`config.mk`:
```
export PLATFORM = sky130hd
export DESIGN_NAME = trbf_scale
export DESIGN_NICKNAME = d
export VERILOG_FILES = /design/src/trbf_pkg.sv /design/src/trbf_scale.sv
export SDC_FILE = /design/constraint.sdc
export NUM_CORES = 1
export LEC_CHECK = 0
export ABC_AREA = 1
export CORE_MARGIN = 5
export CORE_UTILIZATION = 70
export CTS_CLUSTER_DIAMETER = 30
export DETAILED_ROUTE_END_ITERATION = 6
export DONT_BUFFER_PORTS = 1
export GPL_ROUTABILITY_DRIVEN = 0
export PLACE_DENSITY = 0.92
export SLEW_MARGIN = 20
export SYNTH_ARGS = -nofsm -noshare
export SYNTH_HDL_FRONTEND = slang
export SYNTH_SLANG_ARGS = --single-unit
export TNS_END_PERCENT = 50
```
`constraint.sdc`:
```
create_clock -name clk_i -period 20.1 [get_ports clk_i]
set_clock_uncertainty 0.15 [all_clocks]
set_input_delay 4.02 -clock clk_i [delete_from_list [all_inputs] [get_ports clk_i]]
set_output_delay 4.02 -clock clk_i [all_outputs]
set_load 0.1 [all_outputs]
```
`src/trbf_pkg.sv`:
```
// Shared types, constants and the coefficient rounding function of the
// tilt/roll filter. No dependencies.
`default_nettype none

package trbf_pkg;

  // Field widths
  localparam int AccelW   = 16;
  localparam int InDataW  = 3 * AccelW;
  localparam int RollW    = 24;
  localparam int WordW    = 48;
  localparam int CfgIdxW  = 2;
  localparam int CfgDataW = 2;

  // Pipeline depth: input, scale products, scaled roll, b*x, delay line, output
  localparam int NumStages = 6;

  // Roll scaling: x = round(|sel| * 450 * 2^24 / 49) computed as
  // (|sel| * ScaleK + half) >> ScaleShift, exact for every 16-bit sample.
  localparam int AbsW       = 16;
  localparam int ScaleShift = 21;
  localparam int ScaleKW    = 49;
  localparam int ScaleLoW   = 24;
  localparam int ScaleHiW   = ScaleKW - ScaleLoW;
  localparam logic [ScaleKW-1:0] ScaleK =
    ScaleKW'((64'd450 * (64'd1 << (24 + ScaleShift)) + 64'd24) / 64'd49);
  localparam int PpHiW  = AbsW + ScaleHiW;
  localparam int PpLoW  = AbsW + ScaleLoW;
  localparam int MagSumW = PpHiW + ScaleLoW;
  localparam int XMagW  = 43;

  // Filter coefficients, signed Q1.30
  localparam int CoefW     = 32;
  localparam int CoefFracW = 30;
  localparam logic signed [CoefW-1:0] CoefB  = 32'sd166589;
  localparam logic signed [CoefW-1:0] CoefA0 = -32'sd1036248020;
  localparam logic signed [CoefW-1:0] CoefA1 = 32'sd2109323487;

  localparam int ProdW = WordW + CoefW;
  localparam int AccW  = ProdW - CoefFracW;
  localparam int SumW  = WordW + 3;
  localparam int OutShift = 24;
  localparam logic signed [ProdW-1:0] ProdHalf = ProdW'(1) <<< (CoefFracW - 1);

  typedef logic signed [WordW-1:0] word_t;

  typedef enum logic [1:0] {
    AxisX = 2'd0,
    AxisY = 2'd1,
    AxisZ = 2'd2
  } axis_e;

  typedef enum logic [CfgIdxW-1:0] {
    CfgAxisSelect = 2'd0,
    CfgInvertRoll = 2'd1
  } cfg_reg_e;

  typedef struct packed {
    logic [NumStages-1:0] load;
    logic                 in_ready;
    logic                 out_valid;
  } trbf_ctrl_t;

  // round(w * c / 2^30), half toward +inf
  function automatic logic signed [AccW-1:0] coef_round(
    input logic signed [WordW-1:0] w,
    input logic signed [CoefW-1:0] c
  );
    logic signed [ProdW-1:0] p;
    p = ProdW'(w) * ProdW'(c) + ProdHalf;
    return p[ProdW-1:CoefFracW];
  endfunction

endpackage

`default_nettype wire

```
`src/trbf_scale.sv`:
```
// Front end: input register, axis select and negate, and scaling of the
// selected axis to a Q15.32 roll angle. Depends on trbf_pkg.
`default_nettype none

module trbf_scale (
  input  logic                         clk_i,
  input  trbf_pkg::trbf_ctrl_t         ctrl_i,
  input  logic [trbf_pkg::InDataW-1:0] in_data_i,
  input  logic [1:0]                   axis_sel_i,
  input  logic                         invert_i,
  output trbf_pkg::word_t              x_o
);
  import trbf_pkg::*;

  logic [InDataW-1:0]  data_q;
  logic signed [AbsW:0] sel;
  logic signed [AbsW:0] sel_n;
  logic [AbsW:0]       abs_v;
  logic [PpHiW-1:0]    pp_hi_d, pp_hi_q;
  logic [PpLoW-1:0]    pp_lo_d, pp_lo_q;
  logic                neg_d, neg_q;
  logic [MagSumW-1:0]  mag_sum;
  logic [XMagW-1:0]    x_mag;
  word_t               x_d, x_q;

  always_comb begin
    case (axis_sel_i)
      AxisX:   sel = (AbsW+1)'(signed'(data_q[AccelW-1:0]));
      AxisY:   sel = (AbsW+1)'(signed'(data_q[2*AccelW-1:AccelW]));
      AxisZ:   sel = (AbsW+1)'(signed'(data_q[3*AccelW-1:2*AccelW]));
      default: sel = '0;
    endcase
    sel_n   = invert_i ? -sel : sel;
    neg_d   = sel_n[AbsW];
    abs_v   = neg_d ? unsigned'(-sel_n) : unsigned'(sel_n);
    pp_hi_d = PpHiW'(abs_v[AbsW-1:0]) * PpHiW'(ScaleK[ScaleKW-1:ScaleLoW]);
    pp_lo_d = PpLoW'(abs_v[AbsW-1:0]) * PpLoW'(ScaleK[ScaleLoW-1:0]);
  end

  always_comb begin
    mag_sum = {pp_hi_q, {ScaleLoW{1'b0}}} + MagSumW'(pp_lo_q)
            + (MagSumW'(1) << (ScaleShift - 1));
    x_mag   = mag_sum[ScaleShift+XMagW-1:ScaleShift];
    x_d     = neg_q ? -signed'(WordW'(x_mag)) : signed'(WordW'(x_mag));
  end

  always_ff @(posedge clk_i) begin
    if (ctrl_i.load[0]) begin
      data_q <= in_data_i;
    end
    if (ctrl_i.load[1]) begin
      pp_hi_q <= pp_hi_d;
      pp_lo_q <= pp_lo_d;
      neg_q   <= neg_d;
    end
    if (ctrl_i.load[2]) begin
      x_q <= x_d;
    end
  end

  assign x_o = x_q;

endmodule

`default_nettype wire

```
==> flow_summary.html <==
<table>
<tr><th>Metric</th><th>Value</th></tr>
<tr><th colspan="2">Timing</th></tr>
<tr><td>Final hold violation count</td><td>0</td></tr>
<tr><td>Highest achievable clock rate</td><td>around 78 MHz</td></tr>
<tr><td>Final-layout setup total negative slack</td><td>0 ns</td></tr>
<tr><td>Post-route clock period utilization</td><td>64.06%</td></tr>
<tr><td>RSZ-0062 raised after global routing</td><td>no</td></tr>
<tr><td>Final count of negative-setup-slack endpoints</td><td>0</td></tr>
<tr><td>Total count of max-transition violations in the final report</td><td>0</td></tr>
<tr><td>Worst max-slew margin expressed relative to the limit</td><td>between 30 and 40%</td></tr>
<tr><td>Min cycle time layout</td><td>12.88 ns</td></tr>
<tr><td>Worst slew pin tran</td><td>0.9200 ns</td></tr>
<tr><th colspan="2">Global route</th></tr>
<tr><td>Global-route wire length before repair</td><td>84730 um</td></tr>
<tr><td>Global Route Usage Sum</td><td>35.06%</td></tr>
<tr><td>Fraction of met2 tracks used by global routing</td><td>58.84%</td></tr>
<tr><td>Via count of the first global-routing pass</td><td>17080</td></tr>
<tr><td>Met1 track utilization from global routing</td><td>38.91%</td></tr>
<tr><td>Top Usage Layer GRT</td><td>met2</td></tr>
<tr><td>Grt total ovfl</td><td>0</td></tr>
<tr><td>Pin count of the biggest net entering global routing</td><td>60</td></tr>
<tr><td>Met3 usage in global routing</td><td>between 7 and 8%</td></tr>
<tr><td>Antenna violations before repair</td><td>0</td></tr>
<tr><th colspan="2">Run</th></tr>
<tr><td>Max_cap viols</td><td>0</td></tr>
<tr><th colspan="2">Yosys</th></tr>
<tr><td>Synth top area cells</td><td>sky130_fd_sc_hd__edfxtp_1, sky130_fd_sc_hd__ha_1, sky130_fd_sc_hd__fa_1</td></tr>
<tr><td>Yosys warning count</td><td>0</td></tr>
<tr><td>Average cell area after synthesis</td><td>a little under 9 sq um</td></tr>
<tr><td>Number of flops mapped to enable cells by yosys</td><td>155</td></tr>
<tr><td>#FFs+latches synth</td><td>155</td></tr>
<tr><td>Synth Instances</td><td>2169</td></tr>
<tr><td>Proportion of synthesized chip area in sequential cells</td><td>approximately a quarter</td></tr>
<tr><td>Net count after synthesis</td><td>2660</td></tr>
<tr><td>Async SR Flop Fraction</td><td>0%</td></tr>
<tr><td>Yosys cell types</td><td>59</td></tr>
<tr><td>Share of the synthesized area in the top cell type</td><td>about a quarter</td></tr>
<tr><td>Top cell type by total area after synthesis</td><td>sky130_fd_sc_hd__edfxtp_1</td></tr>
<tr><td>Most frequently used flop master after synthesis</td><td>sky130_fd_sc_hd__edfxtp_1</td></tr>
<tr><td>Post-Syn Area</td><td>19120 sq um</td></tr>
<tr><th colspan="2">Clock tree</th></tr>
<tr><td>Post-CTS Hold Buffers</td><td>0</td></tr>
<tr><td>CTS resizes</td><td>0</td></tr>
<tr><td>Number of sinks driven by the clock tree</td><td>155</td></tr>
<tr><td>Post-CTS Setup Repair Bufs</td><td>0</td></tr>
<tr><td>Clock insertion delay at the later pin of the skew report</td><td>0.46 ns</td></tr>
<tr><td>Clock edge transition at the registers on the reported setup and hold paths</td><td>0.08 ns</td></tr>
<tr><td>CTS root buffer</td><td>sky130_fd_sc_hd__clkbuf_16</td></tr>
<tr><td>CTS Buffer Depth</td><td>2</td></tr>
<tr><td>Level count of the clock H-tree</td><td>4</td></tr>
<tr><td>Number of buffers created by CTS</td><td>17</td></tr>
<tr><td>CTS tree</td><td>built</td></tr>
<tr><th colspan="2">Die</th></tr>
<tr><td>Boundary Pins</td><td>108</td></tr>
<tr><td>Standard-cell row count</td><td>60</td></tr>
<tr><td>Starting Density</td><td>between 70% and 80%</td></tr>
<tr><td>Floorplan Core Area</td><td>roughly 27000 sq um</td></tr>
<tr><td>Die area</td><td>30720 sq um</td></tr>
<tr><td>Die height</td><td>175.3 um</td></tr>
<tr><td>Die X-Extent</td><td>175.3 um</td></tr>
<tr><th colspan="2">Layout</th></tr>
<tr><td>Fill cell instance count of the final layout</td><td>between 1500 and 2000</td></tr>
<tr><td>Most common library cell in the layout ignoring fill and taps</td><td>sky130_fd_sc_hd__inv_1</td></tr>
<tr><td>Number of antenna repair diodes</td><td>0</td></tr>
<tr><td>Top library cells by usage in the layout, fill and taps aside</td><td>sky130_fd_sc_hd__inv_1, sky130_fd_sc_hd__nand2_1, sky130_fd_sc_hd__ha_1</td></tr>
<tr><td>Count of nets after finishing</td><td>2670</td></tr>
<tr><td>Share of final-layout standard cells stronger than drive strength 1</td><td>about 6.6%</td></tr>
<tr><td>Area growth from synthesis to final layout</td><td>5.150%</td></tr>
<tr><th colspan="2">Route</th></tr>
<tr><td>Router iterations before antenna repair</td><td>7</td></tr>
<tr><td>Wire length per cell</td><td>a little over 20 um</td></tr>
<tr><td>Post-DR vias/cell</td><td>6.405</td></tr>
<tr><td>Number of vias after detailed routing</td><td>16230</td></tr>
<tr><td>Drc violations</td><td>20</td></tr>
<tr><td>Violation count after the first detailed-route iteration</td><td>2346</td></tr>
<tr><td>Post-route antenna net violation count</td><td>0</td></tr>
<tr><td>Wire length reported by the detailed router</td><td>52540 um</td></tr>
<tr><th colspan="2">Setup path</th></tr>
<tr><td>Kind of start point of the critical path</td><td>primary input</td></tr>
<tr><td>Top cell by count, worst path</td><td>sky130_fd_sc_hd__inv_1</td></tr>
<tr><td>Critical Path Sink Type</td><td>flop</td></tr>
<tr><td>Data arrival at the endpoint of the critical path</td><td>12.92 ns</td></tr>
<tr><td>Worst path required time</td><td>20.15 ns</td></tr>
<tr><td>Setup Crit Path Kind</td><td>primary input to flop</td></tr>
<tr><td>Library cell contributing the largest single delay on the critical path</td><td>sky130_fd_sc_hd__fa_1</td></tr>
<tr><td>Peak fanout along the critical path</td><td>17</td></tr>
<tr><td>Largest stage delay on the critical path</td><td>0.63 ns</td></tr>
<tr><td>Worst reg2reg setup slack</td><td>about 11 ns</td></tr>
<tr><th colspan="2">Run status</th></tr>
<tr><td>Outcome</td><td>finished with violations</td></tr>
<tr><td>Violations in the final reports</td><td>DRC</td></tr>
<tr><th colspan="2">Placed design</th></tr>
<tr><td>Count of port buffers added during placement</td><td>0</td></tr>
<tr><td>Post-DP HPWL</td><td>40870 um</td></tr>
<tr><th colspan="2">Hold path</th></tr>
<tr><td>Path class of the lowest-slack min-delay path</td><td>flop to flop</td></tr>
</table>
-- metal layers --
layer | vias to the layer above | part of all wire, %
li1 | 7091 | -
met1 | 7500 | 34
met5 | - | 0
met3 | 414 | 9.2
met2 | 1220 | 47
met4 | 0 | 9.4
-- through the flow --
stage | utilization [%] | hold slack, ns | setup WS (ns) | instances | area, sq um
2_1_floorplan | - | 0.4313 | 8.060 | 2169 | 19120
3_3_place_gp | 72.35 | 0.4631 | 7.364 | 2501 | 19500
3_5_place_dp | 72.35 | 0.4606 | 7.123 | 2501 | 19500
4_1_cts | 74.60 | 0.4751 | 7.460 | 2533 | 20100
5_1_grt | 74.60 | 0.4986 | 6.777 | 2533 | 20100
6_report | 74.60 | 0.4672 | 7.224 | 2533 | 20100
-- Yosys cell counts, types with 6 or more instances --
cell type                  instances
sky130_fd_sc_hd__a21o_1           11
sky130_fd_sc_hd__a21oi_1          95
sky130_fd_sc_hd__a31oi_1          12
sky130_fd_sc_hd__edfxtp_1        155
sky130_fd_sc_hd__fa_1            153
sky130_fd_sc_hd__ha_1            278
sky130_fd_sc_hd__inv_1           405
sky130_fd_sc_hd__inv_2             9
sky130_fd_sc_hd__nand2_1         372
sky130_fd_sc_hd__nand2_2          19
sky130_fd_sc_hd__nand3_1         108
sky130_fd_sc_hd__nand3_2          16
sky130_fd_sc_hd__nand3b_1          8
sky130_fd_sc_hd__nand4_1          26
sky130_fd_sc_hd__nor2_1          147
sky130_fd_sc_hd__nor2_2           17
sky130_fd_sc_hd__nor3_1           30
sky130_fd_sc_hd__nor4_1           11
sky130_fd_sc_hd__o211ai_1          7
sky130_fd_sc_hd__o21ai_0          56
sky130_fd_sc_hd__o21ai_1           8
sky130_fd_sc_hd__o21ai_2           6
sky130_fd_sc_hd__o21bai_1          8
sky130_fd_sc_hd__xnor2_1          30
sky130_fd_sc_hd__xor2_1          100
-- state kept, by name, indices dropped and copies added (netlist names) --
signal   count
data_q      48
x_o         48
pp_hi_q     40
pp_lo_q     18
neg_q        1
-- worst max-delay path: cells and delay by family --
family / cells / cell delay [ns]
fa+ha+maj: 8 / 3.72
simple gates: 9 / 1.80
buf+inv: 12 / 1.70
compound gates: 6 / 1.36
xor+xnor: 2 / 0.33
-- final timing paths --
| check | startpoint | to | cells after the start |
|---|---|---|---|
| max | axis_sel_i[0] | pp_hi_q[30]$_DFFE_PP_ | 37 |
| min | pp_lo_q[21]$_DFFE_PP_ | x_o[0]$_DFFE_PP_ | 1 |
| max reg2reg | data_q[16]$_DFFE_PP_ | pp_hi_q[30]$_DFFE_PP_ | 35 |
| min reg2reg | pp_lo_q[21]$_DFFE_PP_ | x_o[0]$_DFFE_PP_ | 1 |
-- cell type report --
type                    count  area, sq um  area share (%)
repair buffers              8        60.06          0.2987
multi-input cells        1575        12760           63.49
well taps                 341        426.7           2.122
inverters                 422         1594           7.929
clock inverters            15        178.9          0.8900
clock buffers              17        425.4           2.116
flip-flops and latches    155         4654           23.15
-- logic make-up (layout without fill, tap and decap cells) --
group | Yosys count | count (layout) | synth area share (%)
simple gates | 777 | 777 | 18.69
buf+inv | 439 | 462 | 8.893
fa+ha+maj | 431 | 431 | 34.21
compound gates | 229 | 229 | 7.048
flops | 155 | 155 | 24.34
xor+xnor | 138 | 138 | 6.812
Power is left out: the tool's default activity adds up to more than one toggle a clock period on the data nets, which glitch-free logic cannot reach.
