===== config.mk =====
export PLATFORM = sky130hd
export DESIGN_NAME = trbf_ctrl
export DESIGN_NICKNAME = d
export VERILOG_FILES = /design/src/trbf_pkg.sv /design/src/trbf_ctrl.sv
export SDC_FILE = /design/constraint.sdc
export NUM_CORES = 1
export LEC_CHECK = 0
export BUFFER_PORTS_ARGS = -buffer_cell sky130_fd_sc_hd__clkbuf_2
export CAP_MARGIN = 30
export CORE_AREA = 2 2 39 41
export DETAILED_ROUTE_END_ITERATION = 8
export DIE_AREA = 0 0 41 43
export PLACE_DENSITY = 0.53
export SLEW_MARGIN = 20
export SYNTH_ARGS = -nofsm -noshare
export SYNTH_HDL_FRONTEND = slang
export SYNTH_SLANG_ARGS = --single-unit
export TNS_END_PERCENT = 20

===== constraint.sdc =====
create_clock -name clk_i -period 1.8 [get_ports clk_i]
set_input_delay 0.36 -clock clk_i [delete_from_list [all_inputs] [get_ports clk_i]]
set_output_delay 0.36 -clock clk_i [all_outputs]
set_load 0.005 [all_outputs]

===== src/trbf_pkg.sv =====
// Shared types, constants and the coefficient rounding function of the
// tilt/roll filter. No dependencies.
`default_nettype none

package trbf_pkg;

  // Field widths
  localparam int AccelW   = 16;
  localparam int InDataW  = 3 * AccelW;
  localparam int RollW    = 24;
  localparam int WordW    = 48;
  localparam int CfgIdxW  = 2;
  localparam int CfgDataW = 2;

  // Pipeline depth: input, scale products, scaled roll, b*x, delay line, output
  localparam int NumStages = 6;

  // Roll scaling: x = round(|sel| * 450 * 2^24 / 49) computed as
  // (|sel| * ScaleK + half) >> ScaleShift, exact for every 16-bit sample.
  localparam int AbsW       = 16;
  localparam int ScaleShift = 21;
  localparam int ScaleKW    = 49;
  localparam int ScaleLoW   = 24;
  localparam int ScaleHiW   = ScaleKW - ScaleLoW;
  localparam logic [ScaleKW-1:0] ScaleK =
    ScaleKW'((64'd450 * (64'd1 << (24 + ScaleShift)) + 64'd24) / 64'd49);
  localparam int PpHiW  = AbsW + ScaleHiW;
  localparam int PpLoW  = AbsW + ScaleLoW;
  localparam int MagSumW = PpHiW + ScaleLoW;
  localparam int XMagW  = 43;

  // Filter coefficients, signed Q1.30
  localparam int CoefW     = 32;
  localparam int CoefFracW = 30;
  localparam logic signed [CoefW-1:0] CoefB  = 32'sd166589;
  localparam logic signed [CoefW-1:0] CoefA0 = -32'sd1036248020;
  localparam logic signed [CoefW-1:0] CoefA1 = 32'sd2109323487;

  localparam int ProdW = WordW + CoefW;
  localparam int AccW  = ProdW - CoefFracW;
  localparam int SumW  = WordW + 3;
  localparam int OutShift = 24;
  localparam logic signed [ProdW-1:0] ProdHalf = ProdW'(1) <<< (CoefFracW - 1);

  typedef logic signed [WordW-1:0] word_t;

  typedef enum logic [1:0] {
    AxisX = 2'd0,
    AxisY = 2'd1,
    AxisZ = 2'd2
  } axis_e;

  typedef enum logic [CfgIdxW-1:0] {
    CfgAxisSelect = 2'd0,
    CfgInvertRoll = 2'd1
  } cfg_reg_e;

  typedef struct packed {
    logic [NumStages-1:0] load;
    logic                 in_ready;
    logic                 out_valid;
  } trbf_ctrl_t;

  // round(w * c / 2^30), half toward +inf
  function automatic logic signed [AccW-1:0] coef_round(
    input logic signed [WordW-1:0] w,
    input logic signed [CoefW-1:0] c
  );
    logic signed [ProdW-1:0] p;
    p = ProdW'(w) * ProdW'(c) + ProdHalf;
    return p[ProdW-1:CoefFracW];
  endfunction

endpackage

`default_nettype wire


===== src/trbf_ctrl.sv =====
// Stage valid flags and per-stage ready chain for the filter pipeline.
// Depends on trbf_pkg.
`default_nettype none

module trbf_ctrl (
  input  logic                 clk_i,
  input  logic                 rst_ni,
  input  logic                 in_valid_i,
  input  logic                 out_ready_i,
  output trbf_pkg::trbf_ctrl_t ctrl_o
);
  import trbf_pkg::*;

  logic [NumStages-1:0] valid_d, valid_q;
  logic [NumStages-1:0] feed;
  logic [NumStages:0]   ready;
  logic [NumStages-1:0] load;

  // A stage takes a beat when it is empty or its content moves on.
  always_comb begin
    ready[NumStages] = out_ready_i;
    for (int k = NumStages - 1; k >= 0; k--) begin
      ready[k] = !valid_q[k] || ready[k+1];
    end
    for (int k = 0; k < NumStages; k++) begin
      feed[k]    = (k == 0) ? in_valid_i : valid_q[(k == 0) ? 0 : k - 1];
      load[k]    = ready[k] && feed[k];
      valid_d[k] = ready[k] ? feed[k] : valid_q[k];
    end
  end

  always_ff @(posedge clk_i or negedge rst_ni) begin
    if (!rst_ni) begin
      valid_q <= '0;
    end else begin
      valid_q <= valid_d;
    end
  end

  assign ctrl_o.load      = load;
  assign ctrl_o.in_ready  = ready[0];
  assign ctrl_o.out_valid = valid_q[NumStages-1];

endmodule

`default_nettype wire


==> flow_summary.toml, run 1 <==
[flow_run]
drv_cap = 0

[setup_path]
worstPathMaxFanout = 9
r2r_slack_ps = 710
max_stage_delay_ps = 400
required_ps = 1440
slowest_stage = "dfrtp_1"
reg2reg_from = "valid_q[4]"
worst_ep_arrival_time_ps = 1320
end_kind = "primary output"
r2r_end = "valid_q[0]"
critical_path.startpoint_type = "flop"
worstPathCellList = "and4b_1 > a41oi_1 > clkbuf_2"
crit_type = "reg2out"
ff2ff_path_depth = 2

[clocking]
cts_root_buf = "clkbuf_4"
insertion_delay_ps = 240
cts-htree-levels = 1
path_clk_slew_ps = 40
numCtsBuffers = 3
cts_tree = "built"
cts_sinks = 6
cts_setup_buffers = 0
holdBufCountCts = 1
post_cts_resized = 0
clk_path_buf_depth = 2

[synth]
yosys.area_share.simple_pct = 17.62
synthFlopType = "dfrtp_1"
yosysWarnings = 0
seq_area_frac_synth_pct = 49.18
synthMuxAreaShare_pct = 0
yosys.area_share.xor_xnor_pct = 0
ys_ff_latch = 6
syn_inst = 28
synth_area_per_cell_um2 = 10.90
synth_compound_area_share_pct = 20.90
yosysMostFrequentCell = "dfrtp_1"
synth_cell_types = 18
netlist_area_um2 = 305.3
synth_fa_ha_area_share_pct = 0
synth-edff-count = 0
synth_nets = 32
async_flop_share_pct = 100.0
synth.top_cell.area_share_pct = 49.18
synth_largest_area_cell = "dfrtp_1"
synth_area_leaders = "dfrtp_1 (49%), a21o_1 (4.9%), buf_4 (4.9%)"
synth_top_family_by_area = "compound AO/OA/AOI/OAI gates"

[worst_hold_path]
worstHoldStart = "in_valid_i"
min_to = "valid_q[0]"
hold_depth = 2
hp-class = "in2reg"

[timing]
min_period_ps = 1682
worst_slack_ps = 118.2
finalSetupViolCount = 0
rsz0062_at_grt = "no"
drv_slew = 0
period_share_pct = 93.43
slew_headroom_pct = 79.61
setup_tns_ps = 0
hold_viol = 0
tightestPinTransition_ps = 305.6
fmax_mhz = 594.6
finClkSkew_ps = 2.149

[detailed_routing]
m1WireLength_um = 242
first_iter_violations = 0
drtPass1Iterations = 1
top_layer_used = "met3"
wl_per_cell_um = 9.382
routed_wl_um = 516
vias_per_cell = 4.382
wl_met3_um = 61
drc = 0
detail-route-antenna-nets = 0
wl_met2_um = 213
num_vias = 241

[final_layout]
top_register = "valid_q"
reg_top3 = "valid_q (6)"
fin_nets = 45
fin_cells = 55
synthToLayoutAreaGrowth_pct = 25.41
n_antenna_cell = 0
largest_register_ffs = 6
layout-drive-gt1-share_pct = 35.90

[pwr]
p_leak_nw = 0.1835
powerDensity_mw_per_mm2 = 988.3
total_power_uw = 378.4
vdd_drop_max_mv = 0.4635

[floorplan]
die_area_mm2 = 0.001763
fp.coreArea_mm2 = 0.001384
dieWidth_um = 41
die_h_um = 43
io_pins = 12
initial_core_util_pct = 22.06
rows = 14

[grt]
track_usage_pct = 7.972
grt_max_degree = 10
grt_overflow_total = 0
antenna_found_initial = 0
grt_pass1_vias = 217
grt_first_pass_wirelength_um = 903

[placed_design]
gp_congestion = 0.6360
place_inst = 51
dp_hpwl_um = 392.3
pre_cts_slack_ps = 269.9
io_buffers = 11

[status]
status = "complete, no violations"
layer usage:
metal / global-route usage [%] / vias up
met5: 0 / -
met4: 2.000 / 0
met3: 7.853 / 0
met2: 10.31 / 13
met1: 9.150 / 108
li1: - / 120
cell usage in the layout (no fill, tap or decap):
cell / synthesis / final
and4b_1: 1 / 1
a41o_1: 1 / 1
a41oi_1: 1 / 1
inv_1: 2 / 2
nand4_1: 1 / 1
a21boi_0: 1 / 1
dlygate4sd3_1: 0 / 1
clkbuf_2: 0 / 11
clkbuf_4: 0 / 3
and2_1: 1 / 1
a31o_1: 1 / 1
dfrtp_1: 6 / 6
a21o_1: 2 / 2
nand2b_1: 2 / 2
a31oi_1: 1 / 1
nor2b_1: 2 / 2
or2_1: 1 / 1
a21boi_1: 1 / 1
stage by stage:
stage	hold slack, ps	util, %	area (um^2)
floorplan	64.41	-	305.3
global placement	193.2	25.32	350.3
detailed placement	192.9	25.32	350.3
CTS	321.2	27.67	382.9
global route	338.3	27.67	382.9
finish	324.6	27.67	382.9
final cells by class:
class,count,area (um^2)
Inverter,2,7.507
Multi-Input combinational cell,16,117.6
Clock buffer,3,22.52
Tap cell,16,20.02
Fill cell,148,1001
Timing Repair Buffer,12,65.06
Sequential cell,6,150.1
critical path: cells and delay by family, from the launching register on:
family                 cells  cell delay, ps
AOI/OAI and AO/OA          1             240
buffers and inverters      1             140
DFF                        1             400
and+or+nand+nor            1             320
kinds of logic after synthesis:
| logic type | count (synthesis) |
|---|---|
| AO/OA/AOI/OAI | 8 |
| buffers and inverters | 6 |
| flip-flops | 6 |
| AND/OR/NAND/NOR | 8 |
how the worst max path moves through the flow:
stage	from	endpoint	slack, ps	cells past startpoint
2_1_floorplan	out_ready_i	ctrl_o[1]	490	4
3_3_place_gp	out_ready_i	ctrl_o[2]	270	4
3_5_place_dp	out_ready_i	ctrl_o[2]	270	4
4_1_cts	valid_q[4]	ctrl_o[2]	100	3
5_1_grt	valid_q[4]	ctrl_o[2]	4	3
6_report	valid_q[4]	ctrl_o[2]	120	3
power breakdown:
group	internal (mW)	switching (mW)
sequential	0.153	0.0231
combinational	0.0462	0.0372
clock	0.0751	0.0433
(Power assumes the default switching activity.)
==> inputs of run 2 (changes only) <==
--- a/config.mk
+++ b/config.mk
@@ -10,7 +10,7 @@
 export CORE_AREA = 2 2 39 41
 export DETAILED_ROUTE_END_ITERATION = 8
 export DIE_AREA = 0 0 41 43
-export PLACE_DENSITY = 0.53
+export PLACE_DENSITY_LB_ADDON = 0.3
 export SLEW_MARGIN = 20
 export SYNTH_ARGS = -nofsm -noshare
 export SYNTH_HDL_FRONTEND = slang
==> flow_summary.toml, run 2 (synthesis results as in run 1) <==
[status]
status = "complete, no violations"

[setup_path]
crit_type = "reg2out"
end_kind = "primary output"
worst_ep_arrival_time_ps = 1330
worstPathCellList = "and4b_1 > a41oi_1 > clkbuf_2"
worstPathMaxFanout = 9
max_stage_delay_ps = 400
r2r_slack_ps = 700
slowest_stage = "dfrtp_1"
required_ps = 1440
cp.buffers_inverters = 1
critical_path.startpoint_type = "flop"
cp_top_family = "flip-flops"

[worst_hold_path]
hp-class = "in2reg"

[detailed_routing]
detail-route-antenna-nets = 0
routed_wl_um = 544
wl_per_cell_um = 9.891
vias_per_cell = 4.309
first_iter_violations = 2
num_vias = 237
drtPass1Iterations = 2
drc = 0

[final_layout]
final_common_cell = "clkbuf_2"
fin_nets = 45
fill_cells = 142
top_register = "valid_q"
n_antenna_cell = 0
synthToLayoutAreaGrowth_pct = 25.41
reg_top3 = "valid_q (6)"
regArea_um2 = 150.1
layout-drive-gt1-share_pct = 35.90
largest_register_ffs = 6
layout.cells.most_common_list = "clkbuf_2 (11), dfrtp_1 (6), clkbuf_4 (3)"
multi_input_area_um2 = 117.6

[grt]
grt_overflow_total = 0
grt.busiest_layer = "met2"
grt_max_degree = 10
grt_pass1_vias = 191
grt_first_pass_wirelength_um = 807
antenna_found_initial = 0
grtUsageMet2_pct = 8.750
met3_usage_pct = 6.806
track_usage_pct = 7.863
use_met1_pct = 8.143

[floorplan]
fp.coreArea_mm2 = 0.001384
rows = 14
dieWidth_um = 41
die_area_mm2 = 0.001763
io_pins = 12
initial_core_util_pct = 22.06
die_h_um = 43

[pwr]
powerDensity_mw_per_mm2 = 1000
total_power_uw = 382.9
p_leak_nw = 0.1835
vdd_drop_max_mv = 0.3140

[clocking]
clk_path_buf_depth = 2
cts-htree-levels = 1
insertion_delay_ps = 240
path_clk_slew_ps = 40
cts_tree = "built"
post_cts_resized = 0
cts_root_buf = "clkbuf_4"
cts_sinks = 6
numCtsBuffers = 3

[placed_design]
dp_hpwl_um = 403
gp_congestion = 0.6204
io_buffers = 11

[timing]
min_period_ps = 1695
fmax_mhz = 590.0
setup_tns_ps = 0
slew_headroom_pct = 80.67
hold_viol = 0
finClkSkew_ps = 1.154
finalSetupViolCount = 0
period_share_pct = 94.16
drv_slew = 0
tightestPinTransition_ps = 289.7
rsz0062_at_grt = "no"

[flow_run]
drv_cap = 0
-- run 2: repair_timing --
item                                    4_1_cts  5_1_grt
buffers inserted                              0        0
endpoints found under the hold margin         6        0
hold buffers                                  1        0
endpoints found under the setup margin        0        0
-- run 2: power breakdown --
group,switching [mW],internal (mW),total [mW]
clock,0.0470,0.0753,0.122
sequential,0.0235,0.153,0.177
combinational,0.0375,0.0463,0.0837
total,0.108,0.275,0.383
-- run 2: path summary, 6_finish.rpt --
check	from	endpoint	cells past startpoint
setup / recovery	valid_q[4]	ctrl_o[2]	3
hold / removal	in_valid_i	valid_q[0]	2
setup reg to reg	valid_q[4]	valid_q[0]	2
hold reg to reg	valid_q[3]	valid_q[4]	1
max in group asynchronous	rst_ni	valid_q[0]	2
min in group asynchronous	rst_ni	valid_q[3]	2
-- run 2: layout make-up --
type | instances | share of cell area (%)
timing repair buffer | 12 | 16.99
tap | 16 | 5.229
clock buffer | 3 | 5.882
inverter | 2 | 1.961
sequential | 6 | 39.22
multi-input combinational | 16 | 30.72
-- run 2: per-stage QoR --
step	cell area (um^2)	cells	setup slack (ps)	hold slack (ps)	util [%]
global placement	350.3	51	287.6	194.0	25.32
global route	382.9	55	33.00	328.5	27.67
detailed placement	350.3	51	285.9	195.9	25.32
CTS	382.9	55	83.95	314.8	27.67
finish	382.9	55	105.1	320.8	27.67
floorplan	305.3	28	493.8	64.41	-
-- run 2: worst reg2reg max path, cell delays in order, from the launching register on --
cell     delay, ps
dfrtp_1        400
and4b_1        310
a41o_1         270
-- run 2: metal layers --
layer / share of wire [%] / wire, um
met1: 48 / 262
met2: 37 / 199
met3: 13 / 71
met4: 1.8 / 10
met5: 0 / 0
==> inputs of run 3 (changes only) <==
--- a/config.mk
+++ b/config.mk
@@ -11,6 +11,7 @@
 export DETAILED_ROUTE_END_ITERATION = 8
 export DIE_AREA = 0 0 41 43
 export PLACE_DENSITY_LB_ADDON = 0.3
+export SETUP_SLACK_MARGIN = 0.2
 export SLEW_MARGIN = 20
 export SYNTH_ARGS = -nofsm -noshare
 export SYNTH_HDL_FRONTEND = slang
==> flow_summary.toml, run 3 (synthesis results as in run 1) <==
[clocking]
cts_tree = "built"
cts_root_buf = "clkbuf_4"
numCtsBuffers = 3
path_clk_slew_ps = 40
cts_sinks = 6
clk_path_buf_depth = 2
cts-htree-levels = 1
insertion_delay_ps = 240

[pwr]
power_frac_comb_pct = 27.3
vdd_drop_max_mv = 0.3118
p_leak_nw = 0.2023
switching_share_pct = 28.29
p_int_uw = 291.0
pwr-share-seq_pct = 43.1
total_power_uw = 405.8
powerDensity_mw_per_mm2 = 956.7
power_frac_clock_pct = 29.6
p_sw_uw = 114.8

[final_layout]
fin_cells = 59
layout.cells.most_common_list = "clkbuf_2 (11), dfrtp_1 (6), clkbuf_4 (3), buf_4 (3)"
fin_nets = 49
synthToLayoutAreaGrowth_pct = 38.93
reg_top3 = "valid_q (6)"
n_antenna_cell = 0
largest_register_ffs = 6
multi_input_area_um2 = 136.4
regArea_um2 = 150.1
final_common_cell = "clkbuf_2"
fill_cells = 143
final_core_util_pct = 30.65
final_cell_area_um2 = 424.2
layout-drive-gt1-share_pct = 44.19
top_register = "valid_q"

[setup_path]
crit_type = "reg2out"
worstPathMaxFanout = 5
critical_path.startpoint_type = "flop"
max_stage_delay_ps = 370
end_kind = "primary output"
r2r_slack_ps = 700
slowest_stage = "dfrtp_1"
required_ps = 1440
worstPathCellList = "and4b_2 > a41oi_2 > clkbuf_2"
worst_ep_arrival_time_ps = 1210

[floorplan]
die_h_um = 43
dieWidth_um = 41
rows = 14
io_pins = 12
die_area_mm2 = 0.001763
initial_core_util_pct = 22.06
fp.coreArea_mm2 = 0.001384

[detailed_routing]
routed_wl_um = 621
first_iter_violations = 7
wl_per_cell_um = 10.53
vias_per_cell = 4.186
num_vias = 247
drc = 0
detail-route-antenna-nets = 0
drtPass1Iterations = 2

[timing]
hold_slack_ps = 324.5
fmax_mhz = 635.1
finClkSkew_ps = 2.134
tightestPinTransition_ps = 258.5
worst_slack_ps = 225.4
hold_viol = 0
min_period_ps = 1575
finalSetupViolCount = 0
setup_tns_ps = 0
drv_slew = 0
rsz0062_at_grt = "yes"
slew_headroom_pct = 82.77
period_share_pct = 87.48

[placed_design]
dp_hpwl_um = 403
placed_area_um2 = 350.3
place_inst = 51
pre_cts_slack_ps = 285.9
gp_congestion = 0.6204
io_buffers = 11

[worst_hold_path]
hp-class = "in2reg"

[grt]
track_usage_pct = 9.073
antenna_found_initial = 0
grt_first_pass_wirelength_um = 959
grt_pass1_vias = 224
grt_max_degree = 10
grt_overflow_total = 0

[status]
status = "complete, no violations"

[flow_run]
drv_cap = 0
[run 3: final timing paths]
| path | startpoint | endpoint | depth (start not counted) |
|---|---|---|---|
| setup / recovery | valid_q[3] | ctrl_o[2] | 3 |
| hold / removal | in_valid_i | valid_q[0] | 2 |
| setup reg to reg | valid_q[4] | valid_q[0] | 3 |
| hold reg to reg | valid_q[3] | valid_q[4] | 2 |
| max in group asynchronous | rst_ni | valid_q[0] | 2 |
| min in group asynchronous | rst_ni | valid_q[3] | 2 |
[run 3: cell type report]
cell class	instances	share of cell area (%)
Clock buffer	3	5.310
Inverter	2	1.770
Multi-Input combinational cell	17	32.15
Tap cell	16	4.720
Sequential cell	6	35.40
Timing Repair Buffer	15	20.65
[run 3: worst max-delay path, delay by kind of cell, from the launching register on]
| kind | cells | cell delay (ps) |
|---|---|---|
| AOI/OAI and AO/OA | 1 | 190 |
| buffers and inverters | 1 | 130 |
| DFF | 1 | 370 |
| and+or+nand+nor | 1 | 290 |
[run 3: repair_timing]
action | in CTS | in global routing
hold endpoints to repair | 6 | 0
pin swaps | 1 | 0
setup buffers | 3 | 0
cloned | 1 | 0
endpoints found under the setup margin | 4 | 3
resized for setup | 2 | 1
hold buffers | 1 | 0
[run 3: power groups by stage]
stage	sequential (mW)	combinational, mW	clock, mW
floorplan	0.167	0.0682	0
global placement	0.178	0.0828	0
detailed placement	0.178	0.0834	0
CTS	0.174	0.111	0.130
global route	0.177	0.124	0.141
finish	0.175	0.111	0.120
[run 3: metal layers]
layer | track usage, % | up-vias | share of wire (%)
li1 | - | 132 | -
met1 | 10.42 | 103 | 51
met2 | 10.31 | 12 | 38
met3 | 6.806 | 0 | 11
met4 | 8.000 | 0 | 0
met5 | 0 | - | 0
